<file path="src/sv/kmer_specificity_histogram_unit_macros.svh">
// Assertion macros shared by the histogram unit.
`ifndef KMER_SPECIFICITY_HISTOGRAM_UNIT_MACROS_SVH
`define KMER_SPECIFICITY_HISTOGRAM_UNIT_MACROS_SVH

// Same-cycle implication, disabled during reset.
`define KSH_ASSERT_SAME(label, clk, rst_n, ante, cons) \
    label: assert property (@(posedge clk) disable iff (!(rst_n)) (ante) |-> (cons)) \
        else $error("histogram unit: same-cycle check failed");

// Next-cycle implication, disabled during reset.
`define KSH_ASSERT_NEXT(label, clk, rst_n, ante, cons) \
    label: assert property (@(posedge clk) disable iff (!(rst_n)) (ante) |=> (cons)) \
        else $error("histogram unit: next-cycle check failed");

`endif

</file>
<file path="src/sv/kshist_pkg.sv">
package kshist_pkg;

    localparam int COV_LIMIT     = 255;
    localparam int COUNTER_WIDTH = 32;

    localparam int NUM_BINS  = 6;
    localparam int COLS      = COV_LIMIT + 1;
    localparam int DEPTH     = NUM_BINS * COLS;
    localparam int ADDR_W    = $clog2(DEPTH);
    localparam int COL_W     = $clog2(COLS);
    localparam int BIN_W     = 3;
    localparam int FCNT_W    = 16;
    localparam int TOTAL_W   = FCNT_W + 1;
    localparam int COV_W     = 8;
    localparam int OUT_CNT_W = 32;
    localparam int BOUND_W   = 7;
    localparam int PROD_W    = TOTAL_W + BOUND_W;
    localparam int PCT_SCALE = 100;

    typedef logic [BOUND_W-1:0] t_bound;
    localparam t_bound BOUNDS [NUM_BINS] = '{
        t_bound'(70), t_bound'(85), t_bound'(90),
        t_bound'(95), t_bound'(99), t_bound'(101)
    };

    typedef logic [COUNTER_WIDTH-1:0] t_counter;
    typedef logic [ADDR_W-1:0]        t_addr;
    typedef logic [BIN_W-1:0]         t_bin;
    typedef logic [TOTAL_W-1:0]       t_total;
    typedef logic [FCNT_W-1:0]        t_fcnt;

    typedef enum logic {
        OP_ADD  = 1'b0,
        OP_READ = 1'b1
    } t_op;

    typedef enum logic [1:0] {
        STAT_OK    = 2'd0,
        STAT_ZERO  = 2'd1,
        STAT_RANGE = 2'd2
    } t_status;

    typedef struct packed {
        t_op              op;
        logic [15:0]      first_count;
        logic [15:0]      second_count;
        logic [2:0]       read_bin;
        logic [COV_W-1:0] read_coverage;
    } t_in_word;

    typedef struct packed {
        logic [2:0]           bin_index;
        logic [OUT_CNT_W-1:0] bin_count;
        t_status              status;
    } t_out_word;

endpackage

</file>
<file path="src/sv/kshist_bin_pick.sv">
module kshist_bin_pick
    import kshist_pkg::*;
(
    input  t_total i_total,
    input  t_fcnt  i_larger,
    output t_bin   o_bin
);

    logic [PROD_W-1:0]   w_lhs;
    logic [NUM_BINS-2:0] w_below;

    assign w_lhs = PROD_W'(i_larger) * PROD_W'(PCT_SCALE);

    always_comb begin
        for (int b = 0; b < NUM_BINS - 1; b++) begin
            w_below[b] = w_lhs < (PROD_W'(i_total) * PROD_W'(BOUNDS[b]));
        end
    end

    // first bound that the scaled ratio stays under
    always_comb begin
        o_bin = BIN_W'(NUM_BINS - 1);
        for (int b = NUM_BINS - 2; b >= 0; b--) begin
            if (w_below[b]) begin
                o_bin = BIN_W'(b);
            end
        end
    end

endmodule

</file>
<file path="config.mk">
export PLATFORM = sky130hd
export DESIGN_NAME = kshist_bin_pick
export DESIGN_NICKNAME = d
export VERILOG_FILES = /design/src/sv/kmer_specificity_histogram_unit_macros.svh /design/src/sv/kshist_pkg.sv /design/src/sv/kshist_bin_pick.sv
export SDC_FILE = /design/constraint.sdc
export NUM_CORES = 1
export LEC_CHECK = 0
export ABC_AREA = 1
export BUFFER_PORTS_ARGS = -buffer_cell sky130_fd_sc_hd__buf_2
export CORE_MARGIN = 4
export CORE_UTILIZATION = 68
export DETAILED_ROUTE_END_ITERATION = 7
export PLACE_DENSITY_LB_ADDON = 0.05
export SYNTH_ARGS = -nofsm -noshare
export SYNTH_HDL_FRONTEND = slang
export SYNTH_SLANG_ARGS = --single-unit
</file>
<file path="constraint.sdc">
create_clock -name vclk -period 9.4
set_input_delay 1.88 -clock vclk [all_inputs]
set_output_delay 1.88 -clock vclk [all_outputs]
set_load 0.05 [all_outputs]
</file>
==> out/results.ini <==
[synthesis]
synth_area_leaders = ha_1 (33%), fa_1 (21%), inv_1 (13%), nand2_1 (9.4%), a21oi_1 (5.0%)
post_synth.cell_area_avg_um2 = 7.408
yosysMostFrequentCell = inv_1
seq_area_frac_synth_pct = 0
yosysTopAreaCellShare_pct = 32.50
yosysWarnings = 0
yosysTopAreaCell = ha_1
synth_cell_types = 43
synth_area_um2 = 14550
syn_inst = 1964
synth.top_cells.by_count = inv_1 (501), ha_1 (378), nand2_1 (364)
syn_nets = 2530

[setup_path]
end_kind = output pin
cp_max_fo = 5
cp-startpoint = i_total[14]
worstPathRequired_ns = 7.52
crit_slowest_cell = fa_1
arrival_ns = 7.21
path_class = in2out
crit_top_cell = nand2_1
slowest_delay_ns = 0.53
crit_path_start_kind = primary input

[timing]
setup_viol = 0
setup_ws_ns = 0.3114
max_freq_mhz = 110.0
tightest_slew_ns = 1.145
final_hold_viol_count = 0
fin_crit_sh_pct = 96.69
slew_headroom_pct = 23.11
maxSlewViolCount = 0
layout_min_cycle_time_ns = 9.089

[placed_design]
gp_congestion = 1.005
dp_hpwl_um = 36330
pre_cts_ws_ns = 0.02800
portBuffers = 36
placed_cell_area_um2 = 15360

[power_and_ir_drop]
ir_drop_v = 0.0001758
power.static_leakage_nw = 9.103
power_mw = 4.657
p_per_area_nw_per_um2 = 300.7

[detailed_routing]
num_vias = 13110
antenna_left = 0
routed_wl_um = 40750
drtIter0Drc = 963
first_pass_iters = 6
routed_via_density = 5.644
drc = 0
wl_per_cell_um = 17.55

[global_route]
antenna_found_initial = 0
grt_pass1_vias = 12960
grt_max_degree = 10
grt_overflow_total = 0
grt_use_total_pct = 34.18
grt_pass1_wl_um = 65720

[finish]
drive_gt1_share_pct = 7.328
layout.area.seq_um2 = 0
nets = 2615
diodes = 0
final_area_um2 = 15490
clkbuf_count = 0
postLayoutCoreUtil_pct = 73.67
flops_and_latches = 0
area_growth_pct = 6.432

[floorplanning]
die_h_um = 154.3
start_util_pct = 69.22
row_count = 53
die_x_um = 154.3
core-area_um2 = 21020
dieArea_um2 = 23800
pin_count = 36

[flow_run]
maxCapViolCount = 0

[run_status]
status = completed

[hold_path]
hold_path.class = in2out
holdCritStartpoint = i_total[16]

-- worst paths after layout --
path                  cells after the start  endpoint  slack (ns)
worst max-delay path                     30  o_bin[1]        0.31
worst min-delay path                      9  o_bin[0]        4.71
-- cell families (layout without fill, tap and decap cells) --
family	count (synthesis)	count (layout)	share of synthesized area [%]
adder cells (fa/ha/maj)	533	533	53.83
AND/OR/NAND/NOR	558	558	16.34
AO/OA/AOI/OAI	264	264	10.51
XOR/XNOR	105	105	6.320
buffers and inverters	504	587	13.00
-- cell usage in the layout (no fill, tap or decap), drive strengths merged --
| cell | count |
|---|---|
| o21ai | 54 |
| a22oi | 1 |
| clkbuf | 2 |
| fa | 155 |
| a31oi | 8 |
| a211oi | 4 |
| a21oi | 156 |
| o211a | 1 |
| or2 | 2 |
| nor3 | 16 |
| xor2 | 52 |
| o31ai | 4 |
| o21bai | 11 |
| nand2 | 377 |
| clkinvlp | 5 |
| xnor2 | 53 |
| nor2 | 86 |
| o2111ai | 1 |
| nand4 | 16 |
| inv | 499 |
| a21o | 14 |
| o21a | 3 |
| and3 | 3 |
| nand3 | 49 |
| a21boi | 3 |
| o22ai | 1 |
| nand3b | 3 |
| a31o | 1 |
| nor4 | 6 |
| o211ai | 2 |
| ha | 378 |
| buf | 81 |
-- stage by stage --
| step | std cells | setup TNS (ns) | hold WS [ns] |
|---|---|---|---|
| final | 2322 | 0 | 4.710 |
| after global placement | 2313 | 0 | 4.694 |
| after global routing | 2322 | -0.04339 | 4.812 |
| after detailed placement | 2313 | 0 | 4.696 |
| after floorplan | 1964 | 0 | 4.357 |
| after CTS | 2313 | 0 | 4.705 |
-- layout make-up --
class | instances | area, um2
well taps | 275 | 344.1
repair buffers | 83 | 543.0
fillers | 1726 | 5535
multi-input cells | 1460 | 12690
inverters | 504 | 1911
-- timing repair --
action                     4_1_cts  5_1_grt
setup endpoints to repair        0        3
resized for setup                0       19
setup buffers                    0        9
hold buffers                     0        0
hold endpoints to repair         0        0
-- worst max-delay path, delay by kind of cell --
family                     cells  cell delay [ns]
AOI/OAI and AO/OA              2             0.30
xor gates and xnor gates       1             0.14
adders and majority gates      6             2.66
buffers and inverters          7             0.85
and+or+nand+nor               14             1.39
-- power breakdown --
part	leakage, nW	total, mW	switching (mW)	internal (mW)
sequential	0	0	0	0
clock	0	0	0	0
combinational	9.10	4.66	2.88	1.78
total	9.10	4.66	2.88	1.78
-- per-layer routing --
metal | up-vias | GRT usage [%] | part of all wire (%)
met4 | 0 | 10.39 | 3.8
met1 | 6074 | 48.19 | 43
met3 | 97 | 3.442 | 8.8
li1 | 6373 | - | -
met5 | - | 0 | 0
met2 | 562 | 55.68 | 44
No activity file was read; power rests on OpenSTA's default activity.
